### src/rtl/gpsl_pkg.sv
// Package of the shift-lock pin encoder: transaction types, codes and the
// digital hat encoding. Depends on nothing.
package gpsl_pkg;

  typedef struct packed {
    logic [7:0] port_b;
    logic [7:0] port_c;
    logic [7:0] port_d;
  } gpsl_in_t;

  typedef struct packed {
    logic [3:0]  hat_direction;
    logic [7:0]  stick_x;
    logic [7:0]  stick_y;
    logic [12:0] button_bits;
    logic        shift_active;
  } gpsl_out_t;

  localparam int unsigned CFG_DATA_W = 6;

  typedef enum logic [0:0] {
    CFG_WINDOW_MIN = 1'b0,
    CFG_WINDOW_MAX = 1'b1
  } gpsl_cfg_idx_t;

  localparam logic [CFG_DATA_W-1:0] WINDOW_MIN_RST = 6'd1;
  localparam logic [CFG_DATA_W-1:0] WINDOW_MAX_RST = 6'd50;
  localparam logic [CFG_DATA_W-1:0] GAP_TOP        = 6'd63;

  localparam logic [7:0] AXIS_LOW    = 8'h00;
  localparam logic [7:0] AXIS_CENTER = 8'h80;
  localparam logic [7:0] AXIS_HIGH   = 8'hff;

  localparam logic [3:0] HAT_UP         = 4'd0;
  localparam logic [3:0] HAT_UP_RIGHT   = 4'd1;
  localparam logic [3:0] HAT_RIGHT      = 4'd2;
  localparam logic [3:0] HAT_DOWN_RIGHT = 4'd3;
  localparam logic [3:0] HAT_DOWN       = 4'd4;
  localparam logic [3:0] HAT_DOWN_LEFT  = 4'd5;
  localparam logic [3:0] HAT_LEFT       = 4'd6;
  localparam logic [3:0] HAT_UP_LEFT    = 4'd7;
  localparam logic [3:0] HAT_CENTER     = 4'd8;

  // Down overrides up; left wins on the diagonals, right when alone.
  function automatic logic [3:0] digital_hat(input logic up, input logic down,
                                             input logic left, input logic right);
    logic [3:0] hat;
    hat = HAT_CENTER;
    if (left) hat = HAT_LEFT;
    if (right) hat = HAT_RIGHT;
    if (up) hat = left ? HAT_UP_LEFT : (right ? HAT_UP_RIGHT : HAT_UP);
    if (down) hat = left ? HAT_DOWN_LEFT : (right ? HAT_DOWN_RIGHT : HAT_DOWN);
    return hat;
  endfunction

endpackage

### src/rtl/gamepad_pin_encoder_shift_lock_unit.sv
// Top level of the shift-lock pin encoder: input register, shift-lock state
// and report logic, result register. Depends on gpsl_pkg.
//
//   channel | direction | handshake                 | payload
//   in_     | input     | in_valid / in_stall       | gpsl_in_t  in_data
//   out_    | output    | out_valid / out_stall     | gpsl_out_t out_data
//   cfg_    | input     | cfg_we (no back-pressure) | cfg_index, cfg_data
//
// One transaction per cycle is accepted while the result is not stalled; its result is valid
// once the result register takes the input register's report.
// While a result is stalled, the input register takes one more transaction, then stalls.
// Reset is synchronous and active low; it restores the window registers and
// the shift-lock state, and empties both registers.
module gamepad_pin_encoder_shift_lock_unit
  import gpsl_pkg::*;
(
  input  logic                  clk,
  input  logic                  rst_n,
  input  logic                  in_valid,
  output logic                  in_stall,
  input  gpsl_in_t              in_data,
  output logic                  out_valid,
  input  logic                  out_stall,
  output gpsl_out_t             out_data,
  input  logic                  cfg_we,
  input  gpsl_cfg_idx_t         cfg_index,
  input  logic [CFG_DATA_W-1:0] cfg_data
);

  logic [CFG_DATA_W-1:0] win_min_r, win_max_r;
  logic                  in_vld_r, in_vld_nxt;
  gpsl_in_t              in_r;
  logic                  out_vld_r, out_vld_nxt;
  gpsl_out_t             out_r, out_nxt;

  logic                  was_pressed_r, lock_r, lock_nxt;
  logic [CFG_DATA_W-1:0] gap_r, gap_nxt, gap_cur;
  logic [7:0]            held_x_r, held_y_r, held_x_nxt, held_y_nxt;

  logic advance, take, process;
  logic pressed, press_edge, up, down, left, right, shift;

  assign advance  = !out_vld_r || !out_stall;
  assign in_stall = in_vld_r && !advance;
  assign take     = in_valid && !in_stall;
  assign process  = in_vld_r && advance;

  assign pressed    = !in_r.port_d[7];
  assign up         = !in_r.port_c[2];
  assign down       = !in_r.port_d[0];
  assign left       = !in_r.port_d[1];
  assign right      = !in_r.port_d[2];
  assign press_edge = pressed && !was_pressed_r;

  always_comb begin
    lock_nxt = lock_r;
    gap_cur  = gap_r;
    if (press_edge) begin
      if ((gap_r > win_min_r) && (gap_r < win_max_r)) lock_nxt = !lock_r;
      gap_cur = '0;
    end
    gap_nxt = gap_cur;
    if ((gap_cur <= win_max_r) && (gap_cur != GAP_TOP)) gap_nxt = gap_cur + 6'd1;
    shift = pressed || lock_nxt;

    held_x_nxt = held_x_r;
    held_y_nxt = held_y_r;
    out_nxt.hat_direction = HAT_CENTER;
    if (shift) begin
      held_y_nxt = down ? AXIS_HIGH : (up ? AXIS_LOW : AXIS_CENTER);
      held_x_nxt = right ? AXIS_HIGH : (left ? AXIS_LOW : AXIS_CENTER);
    end else begin
      out_nxt.hat_direction = digital_hat(up, down, left, right);
    end
    out_nxt.stick_x      = held_x_nxt;
    out_nxt.stick_y      = held_y_nxt;
    out_nxt.button_bits  = ~{in_r.port_c[5], in_r.port_b[7], in_r.port_b[6],
                             in_r.port_c[6], in_r.port_c[7], in_r.port_b[5:0],
                             in_r.port_d[4], in_r.port_d[3]};
    out_nxt.shift_active = shift;
  end

  always_comb begin
    in_vld_nxt = in_vld_r;
    if (take) in_vld_nxt = 1'b1;
    else if (advance) in_vld_nxt = 1'b0;
    out_vld_nxt = out_vld_r;
    if (process) out_vld_nxt = 1'b1;
    else if (advance) out_vld_nxt = 1'b0;
  end

  always_ff @(posedge clk) begin
    if (!rst_n) begin
      win_min_r     <= WINDOW_MIN_RST;
      win_max_r     <= WINDOW_MAX_RST;
      in_vld_r      <= 1'b0;
      out_vld_r     <= 1'b0;
      was_pressed_r <= 1'b0;
      lock_r        <= 1'b0;
      gap_r         <= '0;
      held_x_r      <= AXIS_CENTER;
      held_y_r      <= AXIS_CENTER;
    end else begin
      in_vld_r  <= in_vld_nxt;
      out_vld_r <= out_vld_nxt;
      if (cfg_we) begin
        case (cfg_index)
          CFG_WINDOW_MIN: win_min_r <= cfg_data;
          CFG_WINDOW_MAX: win_max_r <= cfg_data;
          default: ;
        endcase
      end
      if (process) begin
        was_pressed_r <= pressed;
        lock_r        <= lock_nxt;
        gap_r         <= gap_nxt;
        held_x_r      <= held_x_nxt;
        held_y_r      <= held_y_nxt;
      end
    end
  end

  always_ff @(posedge clk) begin
    if (take) in_r <= in_data;
    if (process) out_r <= out_nxt;
  end

  assign out_valid = out_vld_r;
  assign out_data  = out_r;

endmodule

### config.mk
export PLATFORM = sky130hd
export DESIGN_NAME = gamepad_pin_encoder_shift_lock_unit
export DESIGN_NICKNAME = d
export VERILOG_FILES = /design/src/rtl/gpsl_pkg.sv /design/src/rtl/gamepad_pin_encoder_shift_lock_unit.sv
export SDC_FILE = /design/constraint.sdc
export NUM_CORES = 1
export LEC_CHECK = 0
export BUFFER_PORTS_ARGS = -buffer_cell sky130_fd_sc_hd__buf_2
export CAP_MARGIN = 20
export CORE_MARGIN = 2
export CORE_UTILIZATION = 45
export CTS_CLUSTER_SIZE = 24
export DETAILED_ROUTE_END_ITERATION = 8
export MAX_ROUTING_LAYER = met4
export PLACE_DENSITY = 0.78
export SLEW_MARGIN = 20
export SYNTH_ARGS = -nofsm -noshare
export SYNTH_HDL_FRONTEND = slang
export SYNTH_SLANG_ARGS = --single-unit
### constraint.sdc
create_clock -name clk -period 3.6 [get_ports clk]
set_input_delay 0.72 -clock clk [delete_from_list [all_inputs] [get_ports clk]]
set_output_delay 0.72 -clock clk [all_outputs]
set_load 0.01 [all_outputs]
# Word-level counts from Yosys, hierarchy flattened
# Cells that the tools add are included.
dict set report totals {
  ff_bits 96
  input_bits 36
  output_inout_bits 36
}
dict set report classes {
  addsub 1
  magnitude_cmp 3
  eq_ne 1
  n_mux 21
  n_bitwise 2
  reduce_logical 19
}
# cell count
set op_table {}
lappend op_table {{2-to-1 mux 8 bit} 6}
lappend op_table {{2-to-1 mux 4 bit} 4}
lappend op_table {{NOT 13 bit} 1}
lappend op_table {{2-to-1 mux 6 bit} 2}
lappend op_table {{2-to-1 mux 3 bit} 3}
lappend op_table {{zero test 1 bit} 7}
lappend op_table {{adder 6 x 1 -> 6 bit, second input constant} 1}
lappend op_table {{greater-than comparator 6 bit} 1}
lappend op_table {{<= comparator 6 bit} 1}
lappend op_table {{logical AND 1 bit} 6}
lappend op_table {{less-than comparator 6 bit} 1}
lappend op_table {{2-to-1 mux 1 bit} 6}
lappend op_table {{!= test 6 bit, second input constant} 1}
lappend op_table {{AND reduction 2 bit} 2}
lappend op_table {{nonzero test 2 bit} 2}
lappend op_table {{logical OR 1 bit} 2}
lappend op_table {{NOT 1 bit} 1}

# Longest topological paths before layout
dict set report depth {
  depth_word 7
  mapped_depth 11
  mapped_depth_nobuf 9
}

# Worst setup path after synthesis
# OpenSTA, ideal clock, no wires.
dict set report synth_timing {
  kind {input-to-reg}
  start {input port out_stall}
  end {register held_x_r[2]}
  setup_time_ns 0.128
  t_arrival_ns 2.633
  required_time_ns 3.472
  slack_ns 0.840
  cell_stages 6
  path_buffers 1
  path_cell_list {nand2_1 nand2_1 inv_1 buf_1 mux2i_1 nor2_1}
}
dict set report synth_via {
  elab_chain_cells 3
}
# item line
set synth_rtl {}
lappend synth_rtl {{from (decl)} gamepad_pin_encoder_shift_lock_unit.sv:23} ;# input logic out_stall,
lappend synth_rtl {{zero test 1 bit} gamepad_pin_encoder_shift_lock_unit.sv:43} ;# assign advance = !out_vld_r || !out_stall;
lappend synth_rtl {{logical OR 1 bit} gamepad_pin_encoder_shift_lock_unit.sv:43}
lappend synth_rtl {{logical AND 1 bit} gamepad_pin_encoder_shift_lock_unit.sv:46} ;# assign process = in_vld_r && advance;
lappend synth_rtl {{to (signal assigned)} gamepad_pin_encoder_shift_lock_unit.sv:117} ;# held_x_r <= held_x_nxt;
lappend synth_rtl {{to (decl)} gamepad_pin_encoder_shift_lock_unit.sv:38} ;# logic [7:0] held_x_r, held_y_r, held_x_nxt, held_y_nxt;
# No other way between the ends.
# A chain may end at the register's enable or synchronous reset.

# Worst setup path after layout
dict set report layout_timing {
  start {register in_r[7] (netlist bit)}
  end {register gap_r[0]}
}
dict set report layout_via {
  elab_chain_cells 6
  word_cells_on_any_way 8
}
# item line
set layout_rtl {}
lappend layout_rtl {{from (decl)} gamepad_pin_encoder_shift_lock_unit.sv:32} ;# gpsl_in_t in_r;
lappend layout_rtl {{from (signal assigned)} gamepad_pin_encoder_shift_lock_unit.sv:124} ;# if (take) in_r <= in_data;
lappend layout_rtl {{zero test 1 bit (*)} gamepad_pin_encoder_shift_lock_unit.sv:48} ;# assign pressed = !in_r.port_d[7];
lappend layout_rtl {{logical AND 1 bit (*)} gamepad_pin_encoder_shift_lock_unit.sv:53} ;# assign press_edge = pressed && !was_pressed_r;
lappend layout_rtl {{2-to-1 mux 6 bit (*)} gamepad_pin_encoder_shift_lock_unit.sv:58} ;# if (press_edge) begin
lappend layout_rtl {{<= comparator 6 bit / != test 6 bit (equally long branches)} gamepad_pin_encoder_shift_lock_unit.sv:63} ;# if ((gap_cur <= win_max_r) && (gap_cur != GAP_TOP)) gap_nxt = gap_cur + 6'd1;
lappend layout_rtl {{logical AND 1 bit} gamepad_pin_encoder_shift_lock_unit.sv:63}
lappend layout_rtl {{2-to-1 mux 6 bit (*)} gamepad_pin_encoder_shift_lock_unit.sv:63}
lappend layout_rtl {{to (signal assigned)} gamepad_pin_encoder_shift_lock_unit.sv:116} ;# gap_r <= gap_nxt;
lappend layout_rtl {{to (decl)} gamepad_pin_encoder_shift_lock_unit.sv:37} ;# logic [CFG_DATA_W-1:0] gap_r, gap_nxt, gap_cur;
# Mark *: on every way between the ends. The rest lies on a longest branch, timed or not.

==> run summary <==
ROUTE
-------------------------------------------------------------------------------------
1st-pass router iterations                                                          4
Number of remaining DRC errors                                                      0
Per-cell routed wire length                                                   13.1 µm
Vias                                                                             2616
Starting DRC count in detailed routing                                             79
Routed wire length                                                            6600 µm
Vias/cell                                                                        5.19
Antenna Nets Post-Route                                                             0

GLOBAL ROUTING
-------------------------------------------------------------------------------------
Maximum number of pins on one net before global-route repair                       31
Total overflow reported by the global router                                        0
Global routing usage on met2                                                    24.4%
Initial antenna violation count                                                     0
Grt peak-use layer                                                               met2
Global-route wire length before repair                                       10800 µm
Met3 demand-to-capacity share in global routing                                 2.74%
Met1 demand-to-capacity share in global routing                                 20.8%
Number of global-route vias before repair                                        2379
Total routing resource utilization after global routing                         15.9%

TIMING
-------------------------------------------------------------------------------------
Fraction of the cycle the final worst path needs                                80.7%
Final-report hold violation count                                                   0
Worst max-slew margin expressed relative to the limit                           34.1%
Slew at the pin with the worst max-slew slack                                0.988 ns
Final max-slew violation count                                                      0
Unrepaired setup endpoints after global routing                                    no
Clock skew                                                                 0.00661 ns
Setup-failing EPs final                                                             0
Clock period minus worst slack                                                2.91 ns
Final TNS setup                                                                  0 ns
Max frequency                                                                 344 MHz

FLOORPLANNING
-------------------------------------------------------------------------------------
Vertical die dimension                                                        95.7 µm
Initial cell density of the core                                                46.3%
Number of rows in the core area                                                    33
Die area                                                                  0.00916 mm²
Die width                                                                     95.7 µm
Placeable Area                                                            0.00818 mm²
I/O pin total                                                                      72

WORST SETUP PATH
-------------------------------------------------------------------------------------
Highest-delay cell along the critical path                               sky130_fd_sc_hd__a311oi_2
Worst Setup Path Type                                                    flop to flop
Worst setup path endpoint                                                    gap_r[0]
Logic depth of the worst path, buffers included                                     9
Sequence of cells on the critical path                                   or2_1, and2_1, ha_1, nand2b_1, a31oi_1, a31oi_2, a311oi_2, o32a_1, a31oi_1
Critical path's largest stage delay                                           0.67 ns
CP delay by family, top                                                  compound AO/OA/AOI/OAI gates
Dominant cell type by count on the critical path                         sky130_fd_sc_hd__a31oi_1
Arrival time worst endpoint                                                   3.10 ns
CP endpoint kind                                                                 flop
Register-to-Register Path Depth                                                     9
Reg2Reg Launch Point                                                          in_r[7]
Worst path bufs/invs                                                                0
Start point of the critical path                                              in_r[7]
Critical-path maximum fanout                                                       13
Element type at the critical path start                                          flop
Capturing point of the worst reg2reg path                                    gap_r[0]
Worst EP required                                                             3.79 ns
Setup slack, reg-to-reg                                                       0.69 ns

LOGIC SYNTHESIS
-------------------------------------------------------------------------------------
Summed instance area of the synthesized netlist                           0.00378 mm²
Combinational family with the most area after synthesis                  simple AND/OR/NAND/NOR gates
Register bit count reported by yosys                                               90
Async SR Flop Fraction                                                             0%
Count of mapped cells out of synthesis                                            329
Count of flip-flops with a built-in enable after synthesis                         52
Synth Area in Compound Gates                                                    10.8%
Post-synth cell types                                                              45
Synthesized net count                                                             381
Fraction of synthesized area in multiplexers                                    5.56%
Area share of the largest cell type after synthesis                             41.3%
Post-synthesis area per instance                                             11.5 µm²
Largest area contributor in the netlist                                  sky130_fd_sc_hd__edfxtp_1
XOR/XNOR Fraction of Synth Area                                                0.231%
Total number of yosys warnings                                                      0
Post-synthesis share of cell area spent on and, or, nand and nor gates          12.1%
Cell types with the largest area share after synthesis                   sky130_fd_sc_hd__edfxtp_1, sky130_fd_sc_hd__dfxtp_1, sky130_fd_sc_hd__mux2i_1
Most frequently used flop master after synthesis                         sky130_fd_sc_hd__edfxtp_1
Adder-Cell Fraction of Synth Area                                               5.29%
Sequential-to-total area share from yosys stat                                  61.4%

CTS
-------------------------------------------------------------------------------------
Number of sinks on the clock net                                                   90
Worst-Skew Late Latency                                                       0.34 ns
Post-cts hold buffer count                                                          0
CTS resizes                                                                         0
Clock-pin slew of the registers on the worst-case setup and hold paths        0.09 ns
Count of H-tree levels built during CTS                                             3
TritonCTS Buffers                                                                   9
Max Root-Sink Buffers                                                               2
# Post-CTS Setup Buffers                                                            0
CTS tree                                                                        built
Cell at the root of the clock tree                                       sky130_fd_sc_hd__clkbuf_8

LAYOUT
-------------------------------------------------------------------------------------
Layout cell share with drive strength beyond 1                                  21.6%
Number of cells in the finished layout apart from fillers                         504
Sequential cell area                                                      0.00232 mm²
Area of the multi-input gates                                             0.00128 mm²
Final antenna diode count                                                           0
Final standard cell utilization of the core                                     53.8%
Commonest non-fill, non-tap cell in the layout                           sky130_fd_sc_hd__buf_2
Commonest cells after routing, fill and taps aside                       sky130_fd_sc_hd__buf_2, sky130_fd_sc_hd__edfxtp_1, sky130_fd_sc_hd__nor2_1, sky130_fd_sc_hd__dfxtp_1, sky130_fd_sc_hd__inv_1
NumNets Final                                                                     446
Total of fill cells in the finished design                                        747
Final instance area                                                       0.00440 mm²
Area delta synth->final                                                         16.2%

PLACED DESIGN
-------------------------------------------------------------------------------------
RePlAce Congestion                                                              0.844
Placement Cell Area                                                       0.00420 mm²
Buffers added on ports                                                             65
Placed wire-length estimate                                                   4800 µm
Placed cell count                                                                 488

HOLD PATH
-------------------------------------------------------------------------------------
Kind of path behind the tightest hold check                              flop to flop
Hold path start                                                          win_max_r[5]

POWER
-------------------------------------------------------------------------------------
Leak pwr                                                                      1.82 nW
Power density normalized to cell area                                      463 mW/mm²
Worst voltage drop across the vdd grid                                     0.000277 V

OUTCOME
-------------------------------------------------------------------------------------
Run status                                                               complete, no violations

JOB
-------------------------------------------------------------------------------------
Number of max-cap violations                                                        0

-- sequential cells by signal (all words and copies together), names as in the netlist, named ones only --
signal and cells:
held_x_r 8, out_data 34, gap_r 6, held_y_r 8, win_min_r 6, win_max_r 6, was_pressed_r 1, in_vld_r 1
in_r 18, out_valid 1
-- cells in the mapped netlist (2+ instances only) --
cell type                  count
sky130_fd_sc_hd__a211oi_1      2
sky130_fd_sc_hd__a21o_1        2
sky130_fd_sc_hd__a21oi_1      11
sky130_fd_sc_hd__a31oi_1       7
sky130_fd_sc_hd__a41o_1        2
sky130_fd_sc_hd__and2_1        3
sky130_fd_sc_hd__buf_1         2
sky130_fd_sc_hd__buf_6         2
sky130_fd_sc_hd__clkbuf_1     10
sky130_fd_sc_hd__dfxtp_1      38
sky130_fd_sc_hd__edfxtp_1     52
sky130_fd_sc_hd__ha_1         16
sky130_fd_sc_hd__inv_1        28
sky130_fd_sc_hd__mux2i_1      21
sky130_fd_sc_hd__nand2_1      22
sky130_fd_sc_hd__nand2b_1      4
sky130_fd_sc_hd__nand3_1      14
sky130_fd_sc_hd__nand4_1       3
sky130_fd_sc_hd__nor2_1       38
sky130_fd_sc_hd__nor2b_1       3
sky130_fd_sc_hd__nor3_1        3
sky130_fd_sc_hd__o21a_1       15
sky130_fd_sc_hd__o21ai_0       6
sky130_fd_sc_hd__o21ai_1       3
sky130_fd_sc_hd__or4_1         2
-- worst min path at each step --
stage / to / slack, ns / cells after the start
2_1_floorplan: win_max_r[3] / 0.44 / 2
3_3_place_gp: win_max_r[3] / 0.45 / 2
3_5_place_dp: win_max_r[3] / 0.46 / 2
4_1_cts: win_max_r[3] / 0.48 / 2
5_1_grt: win_max_r[3] / 0.51 / 2
6_report: win_max_r[5] / 0.48 / 2
-- power by group --
group | leakage (nW) | total (mW) | internal (mW) | switching, mW
clock network | 0.0950 | 0.686 | 0.329 | 0.356
logic | 0.922 | 0.184 | 0.0760 | 0.108
registers | 0.804 | 1.17 | 1.15 | 0.0221
total | 1.82 | 2.04 | 1.55 | 0.486
-- worst register-to-register path, cell delays in order, from the launching register on --
cell                       delay (ns)
sky130_fd_sc_hd__edfxtp_1        0.47
sky130_fd_sc_hd__or2_1           0.35
sky130_fd_sc_hd__and2_1          0.22
sky130_fd_sc_hd__ha_1            0.30
sky130_fd_sc_hd__nand2b_1        0.08
sky130_fd_sc_hd__a31oi_1         0.20
sky130_fd_sc_hd__a31oi_2         0.11
sky130_fd_sc_hd__a311oi_2        0.68
sky130_fd_sc_hd__o32a_1          0.27
sky130_fd_sc_hd__a31oi_1         0.08
-- through the flow --
step | hold slack (ns) | worst slack (ns) | power, mW
after floorplan | 0.436 | 0.840 | 1.32
after global placement | 0.447 | 0.816 | 1.37
after detailed placement | 0.464 | 0.705 | 1.38
after CTS | 0.484 | 0.690 | 2.06
after global routing | 0.511 | 0.479 | 2.13
final | 0.477 | 0.693 | 2.04
-- layer usage --
| layer | up-vias | share of wire [%] |
|---|---|---|
| met4 | 0 | 1.8 |
| met3 | 13 | 5.1 |
| met1 | 1217 | 45 |
| met2 | 75 | 48 |
| met5 | - | 0 |
| li1 | 1311 | - |
-- final cells by class --
type	instances	area share (%)
flip-flops and latches	90	52.8
well taps	105	2.99
repair buffers	68	7.91
clock inverters	6	1.68
multi-input cells	196	29.2
inverters	29	2.48
clock buffers	10	2.90
-- cells by family after synthesis --
logic type	after synthesis
mux	21
xor+xnor	1
flops	90
buf+inv	43
compound gates	59
simple gates	99
fa+ha+maj	16
(Power assumes the default switching activity.)
